<file path="config.mk">
export PLATFORM = sky130hd
export DESIGN_NAME = bsl_cell
export DESIGN_NICKNAME = d
export VERILOG_FILES = /design/src/hdl/bsl_pkg.sv /design/src/hdl/bsl_cell.sv
export SDC_FILE = /design/constraint.sdc
export NUM_CORES = 1
export LEC_CHECK = 0
export BUFFER_PORTS_ARGS = -buffer_cell sky130_fd_sc_hd__buf_2
export CORE_MARGIN = 4
export CORE_UTILIZATION = 37
export CTS_CLUSTER_DIAMETER = 30
export DETAILED_ROUTE_END_ITERATION = 16
export PLACE_DENSITY = 0.8
export SLEW_MARGIN = 10
export SYNTH_ARGS = -nofsm -noshare
export SYNTH_HDL_FRONTEND = slang
export SYNTH_SLANG_ARGS = --single-unit
</file>
<file path="constraint.sdc">
create_clock -name clk_i -period 2.9 [get_ports clk_i]
set_input_delay 0.29 -clock clk_i [delete_from_list [all_inputs] [get_ports clk_i]]
set_output_delay 0.29 -clock clk_i [all_outputs]
set_load 0.02 [all_outputs]
</file>
<file path="src/hdl/bsl_pkg.sv">
// Shared codes for the bounded sequential list: commands, status, cell ops.
// No dependencies.
package bsl_pkg;

  // Command codes of the input beat
  localparam logic [2:0] CMD_PUSH_BACK  = 3'd0;
  localparam logic [2:0] CMD_PUSH_FRONT = 3'd1;
  localparam logic [2:0] CMD_POP_BACK   = 3'd2;
  localparam logic [2:0] CMD_POP_FRONT  = 3'd3;
  localparam logic [2:0] CMD_FIND       = 3'd4;
  localparam logic [2:0] CMD_INSERT     = 3'd5;
  localparam logic [2:0] CMD_ERASE      = 3'd6;

  // Status codes of the result beat
  localparam logic [1:0] ST_OK    = 2'd0;
  localparam logic [1:0] ST_EMPTY = 2'd1;
  localparam logic [1:0] ST_FULL  = 2'd2;
  localparam logic [1:0] ST_RANGE = 2'd3;

  // Beat widths
  localparam int IN_TDATA_W  = 48;
  localparam int OUT_TDATA_W = 24;

  // What every cell of the chain does this cycle
  typedef enum logic [1:0] {
    CELL_HOLD,
    CELL_INSERT,
    CELL_REMOVE,
    CELL_ROTATE
  } cell_op_e;

endpackage

</file>
<file path="src/hdl/bsl_cell.sv">
// One storage cell of the list chain; trades its word with its neighbors.
// Depends on bsl_pkg for the cell operation codes.
module bsl_cell #(
  parameter int INDEX      = 0,
  parameter int IW         = 6,
  parameter int WORD_WIDTH = 32
) (
  input  logic                  clk_i,
  input  bsl_pkg::cell_op_e     op_i,
  input  logic [IW-1:0]         idx_i,       // insert/remove slot, or last slot for rotate
  input  logic [WORD_WIDTH-1:0] new_word_i,
  input  logic [WORD_WIDTH-1:0] left_i,      // word of slot INDEX-1
  input  logic [WORD_WIDTH-1:0] right_i,     // word of slot INDEX+1
  input  logic [WORD_WIDTH-1:0] head_i,      // word of slot 0
  output logic [WORD_WIDTH-1:0] word_o
);
  import bsl_pkg::*;

  localparam logic [IW-1:0] MY_IDX = IW'(INDEX);

  logic [WORD_WIDTH-1:0] word_q, word_d;

  // Pick the next word from the op and this cell's place relative to idx
  always_comb begin
    word_d = word_q;
    unique case (op_i)
      CELL_INSERT: begin
        if (MY_IDX > idx_i) begin
          word_d = left_i;
        end else if (MY_IDX == idx_i) begin
          word_d = new_word_i;
        end
      end
      CELL_REMOVE: begin
        if (MY_IDX >= idx_i) begin
          word_d = right_i;
        end
      end
      CELL_ROTATE: begin
        if (MY_IDX < idx_i) begin
          word_d = right_i;
        end else if (MY_IDX == idx_i) begin
          word_d = head_i;
        end
      end
      default: begin
        word_d = word_q;
      end
    endcase
  end

  // Payload only, no reset
  always_ff @(posedge clk_i) begin
    word_q <= word_d;
  end

  assign word_o = word_q;

endmodule

</file>
==> out/qor.yml, run 1 <==
seq_area_frac_synth: 0.520
cts_hold_buf: 0
clock-sinks: 32
fin_tns_setup_ps: 0
p_total_mw: 1.15
wl_per_cell_um: 15.8
synth-adder-area-share: 0.00542
place_congestion: 0.747
max-clock-path-buffers: 2
irDropWorstVdd_v: 0.000169
row_count: 25
io_pins: 169
critPathKind: "in -> reg"
ant_nets: 0
critPathLaunchType: "primary input"
ctsResizeCount: 0
first_global_vias: 1969
cts_root_buffer: "clkbuf_8"
synth_mux_area_frac: 0
p_sw_frac: 0.277
vias: 2048
ys_ff_latch: 32
fmax_ghz: 0.570
syn2layout_area_growth_pct: 42.5
seq_power_share: 0.491
syn_avg_cell_area_um2: 9.77
synth_top_area_share: 0.520
worstPathRequired_ps: 2830
port_buffers: 136
diodes: 0
antenna_found_initial: 0
syn-cell-area_mm2: 0.00185
ys_types: 19
dieArea_mm2: 0.00619
p_comb_frac: 0.231
setup_viol: 0
wl_um: 6100
cp-end-kind: "flop"
grt_pass1_wl_um: 9320
dpl.hpwl_um: 4430
synth_cells: 189
start_util: 0.386
cts_made_buffers: 5
p_leak_nw: 1.09
final_cell_area_mm2: 0.00263
yosys_warnings: 0
postCtsSetupRepairBufs: 0
cts_max_level: 2
hp-class: "in -> reg"
largest_register_ffs: 32
yosys.area_share.xor_xnor: 0
drt_iter0_drc: 143
crit_fanout: 32
p_int_mw: 0.829
synth_common_cells: "nor2_1 (33), edfxtp_1 (32), o21ai_1 (29)"
min_period_over_period: 0.605
outcome: "finished clean"
overflow: 0
die_h_um: 78.7
synth.most_common_cell: "nor2_1"
hold_viol_final: 0
power.density_mw_per_mm2: 435
tightest_slew_ps: 1190
synth_compound_area_frac: 0.270
cts_tree: "done"
drc: 0
power.switching_mw: 0.317
synth_ff_type: "edfxtp_1"
coreArea_mm2: 0.00479
synthArstFlopShare: 0
yosysTopAreaCell: "edfxtp_1"
fin_crit_ps: 1760
worst_slew_margin_rel: 0.209
rsz0062_at_grt: "false"
power.share.clock: 0.278
grt_max_degree: 34
drive_gt1_frac: 0.478
synthTopCellsByArea: "edfxtp_1 (52%), a41oi_1 (8.5%), o21ai_1 (7.9%)"
dp.cells: 377
syn_nets: 326
cap_violations: 0
critPathArrivalTime_ps: 1680
synth-edff-count: 32
slew_violations: 0
synth_top_family_by_area: "compound AO/OA/AOI/OAI gates"
synth-simple-area-share: 0.140
via_per_inst: 5.32
die_w_um: 78.7
placed_area_mm2: 0.00255
track_usage: 0.190
path_clk_slew_ps: 60
fin_cells: 385
firstDrtPassIters: 4
nets: 454
==> power by group through the flow <==
stage                     Clock, mW  Combinational, mW  Sequential (mW)
after floorplan                   0             0.0906            0.621
after global placement            0              0.260            0.571
after detailed placement          0              0.267            0.572
after CTS                     0.328              0.267            0.563
after global routing          0.353              0.289            0.565
final                         0.318              0.265            0.562
==> placed cells by master (no fill, tap or decap) <==
master	count
nor2_2	1
clkbuf_1	2
buf_4	7
edfxtp_1	32
o21ai_0	2
a31oi_1	14
buf_2	136
nor3_1	1
o21ai_1	29
nor4_4	1
a41oi_1	18
o21ai_2	1
or3b_1	1
clkinv_1	2
clkbuf_8	5
maj3_1	1
a21oi_1	18
nor2_1	32
or4_4	1
nand4_1	14
==> final cells by class <==
class | instances | area (um2)
multi-input cells | 134 | 769
flip-flops and latches | 32 | 961
clock buffers | 7 | 76.3
fillers | 445 | 2150
clock inverters | 1 | 3.75
inverters | 1 | 3.75
well taps | 67 | 83.8
repair buffers | 143 | 733
==> through the flow <==
stage          hold slack (ps)   util  setup WS, ps
6_report                   332  0.550          1140
4_1_cts                    321  0.550          1130
2_1_floorplan              515      -           595
3_5_place_dp               611  0.533           835
5_1_grt                    318  0.550          1030
3_3_place_gp               607  0.533           881
==> path summary, 6_finish.rpt <==
path / startpoint / to / slack [ps] / cells past startpoint
max: idx_i[0] / word_o[16]$_DFFE_PP_ / 1140 / 5
min: new_word_i[14] / word_o[14]$_DFFE_PP_ / 330 / 3
==> layer usage <==
layer	global-route usage	wire, um
met5	0	0
met4	0.0629	23
met3	0.0505	543
met1	0.230	2440
met2	0.325	3100
==> worst max-delay path: stages <==
cell,delay [ps]
buf_2,120
or4_4,540
nor3_1,150
maj3_1,190
buf_4,370
==> cells by family (layout without fill, tap and decap cells) <==
logic type / after synthesis / in the layout
AOI/OAI and AO/OA: 82 / 82
adders and majority gates: 1 / 1
DFF: 32 / 32
and+or+nand+nor: 51 / 51
buffers and inverters: 23 / 152
No activity file was read; power rests on OpenSTA's default activity.
==> run 2: changes to the inputs <==
Clock period 2.9 ns to 1.8 ns, I/O delays scaled along.
==> run 2 against run 1 <==
Flip-flop and latch count unchanged. Non-clock buffer count rose by 4. Clock-buffer cell count fell by 2. Critical endpoint is now word_o[24]$_DFFE_PP_. Largest cell class unchanged. Largest power group unchanged.
==> out/qor.yml, run 2 (same netlist as run 1, synthesis figures left out) <==
rsz0062_at_grt: "false"  # unchanged
start_util: 0.386  # unchanged
dpl.hpwl_um: 4480  # was 4430 um
die_h_um: 78.7  # unchanged
setup_viol: 0  # unchanged
drt_iter0_drc: 229  # was 143
firstDrtPassIters: 4  # unchanged
fin_util: 0.563  # was 0.550
drive_gt1_frac: 0.492  # was 0.478
fin_tns_setup_ps: 0  # unchanged
final_common_cell: "buf_2"  # unchanged
final_cell_mix: "buf_2 (136), nor2_1 (32), edfxtp_1 (32)"  # unchanged
critPathLaunchType: "primary input"  # unchanged
vias: 2097  # was 2,048
dieArea_mm2: 0.00619  # unchanged
clock-sinks: 32  # unchanged
cts_max_level: 2  # unchanged
critPathArrivalTime_ps: 1470  # was 1680 ps
ant_nets: 0  # unchanged
drc: 0  # unchanged
postCtsSetupRepairBufs: 0  # unchanged
first_global_vias: 2019  # was 1,969
p_leak_nw: 1.12  # was 1.09 nW
cp-end-kind: "flop"  # unchanged
nets: 458  # was 454
cts_root_buffer: "clkbuf_8"  # unchanged
slowest_delay_ps: 530  # was 540 ps
track_usage: 0.194  # was 0.190
power.density_mw_per_mm2: 677  # was 435 mW/mm2
critPathKind: "in -> reg"  # unchanged
min_period_over_period: 0.828
cap_violations: 0  # unchanged
slew_violations: 0  # unchanged
place_congestion: 0.772  # was 0.747
worstPathRequired_ps: 1780  # was 2830 ps
cts_tree: "done"  # unchanged
cpLargestDelayFamily: "simple AND/OR/NAND/NOR gates"  # unchanged
fin_crit_ps: 1490
die_w_um: 78.7  # unchanged
fin_ws_ps: 310  # was 1140 ps
crit_buf_inv: 2  # unchanged
path_clk_slew_ps: 60  # about the same
crit_fanout: 15  # was 32
fmax_ghz: 0.671
via_per_inst: 5.42  # was 5.32
slowest_stage: "or4_4"  # unchanged
wl_per_cell_um: 15.8  # about the same
antenna_found_initial: 1  # was 0
syn2layout_area_growth_pct: 45.9  # was 42.5%
worst_slew_margin_rel: 0.660  # was 0.209
irDropWorstVdd_v: 0.000365  # was 0.000169 V
max-clock-path-buffers: 2  # unchanged
preCtsSetupSlack_ps: 13.2  # was 835 ps
hp-class: "in -> reg"  # unchanged
ctsResizeCount: 0  # unchanged
overflow: 0  # unchanged
min-delay-start: "new_word_i[6]"  # was new_word_i[14]
tightest_slew_ps: 507  # was 1190 ps
io_pins: 169  # unchanged
largest_register_ffs: 32  # unchanged
grt_max_degree: 39  # was 34
cts_hold_buf: 0  # unchanged
coreArea_mm2: 0.00479  # unchanged
hold_viol_final: 0  # unchanged
wl_um: 6110  # was 6100 um
port_buffers: 136  # unchanged
worstHoldPathCells: 3  # unchanged
grt_pass1_wl_um: 9380  # was 9320 um
cp_cell_sequence: "buf_2, or4_4, nor3_1, maj3_4, buf_12"  # was buf_2, or4_4, nor3_1, maj3_1, buf_4
outcome: "finished clean"  # unchanged
cts_made_buffers: 5  # unchanged
row_count: 25  # unchanged
min_to: "word_o[6]$_DFFE_PP_"  # was word_o[14]$_DFFE_PP_
==> run 2: cell types whose count changed in the layout (fill, tap and decap cells not counted) <==
cell      previous run  this run
clkbuf_1             2         0
maj3_4               0         1
clkinv_1             2         1
buf_4                7         8
maj3_1               1         0
diode_2              0         1
buf_12               0         3
==> run 2: how the worst max path moves through the flow <==
stage                           endpoint      from  cells after the start  slack, ps
floorplan            word_o[0]$_DFFE_PP_  idx_i[0]                      3         80
global placement    word_o[22]$_DFFE_PP_  idx_i[0]                      5         30
detailed placement   word_o[7]$_DFFE_PP_  idx_i[0]                      5         10
CTS                 word_o[13]$_DFFE_PP_  idx_i[0]                      5        310
global route        word_o[24]$_DFFE_PP_  idx_i[0]                      5        260
finish              word_o[24]$_DFFE_PP_  idx_i[0]                      5        310
==> run 2: per-layer routing <==
layer / global-route usage / up-vias / wire [um]
met2: 0.350 / 112 / 3110
met1: 0.219 / 967 / 2320
met3: 0.0539 / 10 / 571
li1: - / 1008 / -
met4: 0.0612 / 0 / 100
met5: 0 / - / 0
==> run 2: cell type report <==
type	instances	area, um2
flip-flops and latches	32	961
repair buffers	147	801
well taps	67	83.8
clock buffers	5	68.8
diodes	1	2.50
inverters	1	3.75
multi-input cells	134	773
fillers	439	2090
==> run 2: where the power goes <==
group	switching (mW)	internal [mW]	total [mW]
clock network	0.222	0.248	0.470
logic	0.259	0.188	0.447
registers	0.0137	0.892	0.906
total	0.494	1.33	1.82
==> run 2: tightest hold or removal path: stages <==
cell,delay (ps)
buf_2,70
nor2_1,30
a21oi_1,100
==> run 2: stage by stage <==
step | std cells | hold WS, ps | power, mW | instance area (um2)
final | 387 | 229 | 1.82 | 2690
after floorplan | 189 | 405 | 1.15 | 1850
after CTS | 386 | 214 | 1.85 | 2690
after global placement | 381 | 498 | 1.36 | 2620
after detailed placement | 381 | 502 | 1.37 | 2620
after global routing | 387 | 220 | 1.92 | 2690
==> run 3: changes to the inputs <==
Clock period 1.8 ns to 1.5 ns, I/O delays scaled along.
==> run 3 against run 2 <==
Critical path depth is the same. Die area did not move. Routed wire length grew 5.7%. Sequential power increased by 20%. Clock power increased by 31%. Flip-flop and latch count did not move. First-iteration DRC count is 24% lower. Critical path type unchanged.
==> out/qor.yml, run 3 (same netlist as run 1, synthesis figures left out) <==
outcome: "finished clean"  # unchanged
slew_violations: 0  # unchanged
cts_max_level: 2  # unchanged
fin_tns_setup_ps: 0  # unchanged
track_usage: 0.198  # was 0.194
hold_viol_final: 0  # unchanged
preCtsSetupSlack_ps: -135  # was 13.2 ps
nets: 466  # was 458
dpl.hpwl_um: 4770  # was 4480 um
final_cell_area_mm2: 0.00277  # was 0.00269 mm2
antenna_found_initial: 0  # was 1
coreArea_mm2: 0.00479  # unchanged
fmax_ghz: 0.746
ctsResizeCount: 0  # unchanged
die_w_um: 78.7  # unchanged
wl_per_cell_um: 16.3  # was 15.8 um
tightest_slew_ps: 360  # was 507 ps
row_count: 25  # unchanged
worstPathRequired_ps: 1520  # was 1780 ps
cts_tree: "done"  # unchanged
ant_nets: 0  # unchanged
hp-class: "in -> reg"  # unchanged
irDropWorstVdd_v: 0.000310  # was 0.000365 V
min_period_over_period: 0.893
fillers: 442  # was 439
placed_area_mm2: 0.00269  # was 0.00262 mm2
place_congestion: 0.766  # was 0.772
rsz0062_at_grt: "false"  # unchanged
drc: 0  # unchanged
postCtsSetupRepairBufs: 0  # unchanged
max-clock-path-buffers: 2  # unchanged
grt_pass1_wl_um: 9540  # was 9380 um
dieArea_mm2: 0.00619  # unchanged
drive_gt1_frac: 0.503  # was 0.492
overflow: 0  # unchanged
dp.cells: 389  # was 381
syn2layout_area_growth_pct: 49.9  # was 45.9%
crit_path_end: "word_o[26]$_DFFE_PP_"  # was word_o[24]$_DFFE_PP_
fin_cells: 397  # was 387
start_util: 0.386  # unchanged
final_cell_mix: "buf_2 (136), nor2_1 (32), edfxtp_1 (32)"  # unchanged
cap_violations: 0  # unchanged
critPathKind: "in -> reg"  # unchanged
firstDrtPassIters: 5  # was 4
critPathArrivalTime_ps: 1360  # was 1470 ps
first_global_vias: 2092  # was 2,019
io_pins: 169  # unchanged
cts_made_buffers: 5  # unchanged
wl_um: 6460  # was 6110 um
largest_register_ffs: 32  # unchanged
drt_iter0_drc: 173  # was 229
grt_max_degree: 33  # was 39
critPathLaunchType: "primary input"  # unchanged
cts_root_buffer: "clkbuf_8"  # unchanged
cp-end-kind: "flop"  # unchanged
power.density_mw_per_mm2: 817  # was 677 mW/mm2
setup_viol: 0  # unchanged
cts_hold_buf: 0  # unchanged
die_h_um: 78.7  # unchanged
fin_crit_ps: 1340
diodes: 0  # was 1
clock-sinks: 32  # unchanged
p_total_mw: 2.26  # was 1.82 mW
p_leak_nw: 1.17  # was 1.12 nW
fin_util: 0.578  # was 0.563
crit_fanout: 32  # was 15
path_clk_slew_ps: 60  # about the same
final_common_cell: "buf_2"  # unchanged
worst_slew_margin_rel: 0.760  # was 0.660
via_per_inst: 5.43  # was 5.42
critPathLaunch: "idx_i[0]"  # unchanged
fin_ws_ps: 160  # was 310 ps
vias: 2154  # was 2,097
whs_ps: 196  # was 229 ps
port_buffers: 136  # unchanged
run 3: cell count changes in the layout (fill, tap and decap cells not counted):
cell / change
nor3_2: +1
buf_4: +8
clkbuf_1: +2
nor3_1: -1
clkinv_1: +1
diode_2: -1
run 3: final cells by class:
type | count | area (um2) | share of cell area
multi-input combinational | 134 | 778 | 0.281
tap | 67 | 83.8 | 0.0303
clock inverter | 1 | 3.75 | 0.00136
timing repair buffer | 155 | 861 | 0.311
clock buffer | 7 | 76.3 | 0.0276
inverter | 1 | 3.75 | 0.00136
sequential | 32 | 961 | 0.347
run 3: power by group:
| part | internal, mW | switching [mW] |
|---|---|---|
| logic | 0.240 | 0.319 |
| clock network | 0.322 | 0.295 |
| registers | 1.07 | 0.0154 |
| total | 1.63 | 0.629 |
run 3: critical path, stage by stage:
cell and delay, ps:
buf_2 100, or4_4 530, buf_4 270, o21ai_0 200
a31oi_1 100
run 3: worst min-delay path by stage:
stage | startpoint | endpoint | cells after the start
floorplan | new_word_i[11] | word_o[11]$_DFFE_PP_ | 2
global placement | new_word_i[13] | word_o[13]$_DFFE_PP_ | 3
detailed placement | new_word_i[25] | word_o[25]$_DFFE_PP_ | 3
CTS | new_word_i[25] | word_o[25]$_DFFE_PP_ | 3
global route | new_word_i[25] | word_o[25]$_DFFE_PP_ | 3
finish | new_word_i[6] | word_o[6]$_DFFE_PP_ | 3
run 3: routing by layer:
metal / vias to the layer above / global-route usage / wire (um)
met3: 6 / 0.0528 / 571
li1: 1026 / - / -
met5: - / 0 / 0
met2: 131 / 0.356 / 3320
met1: 991 / 0.216 / 2480
met4: 0 / 0.0909 / 85
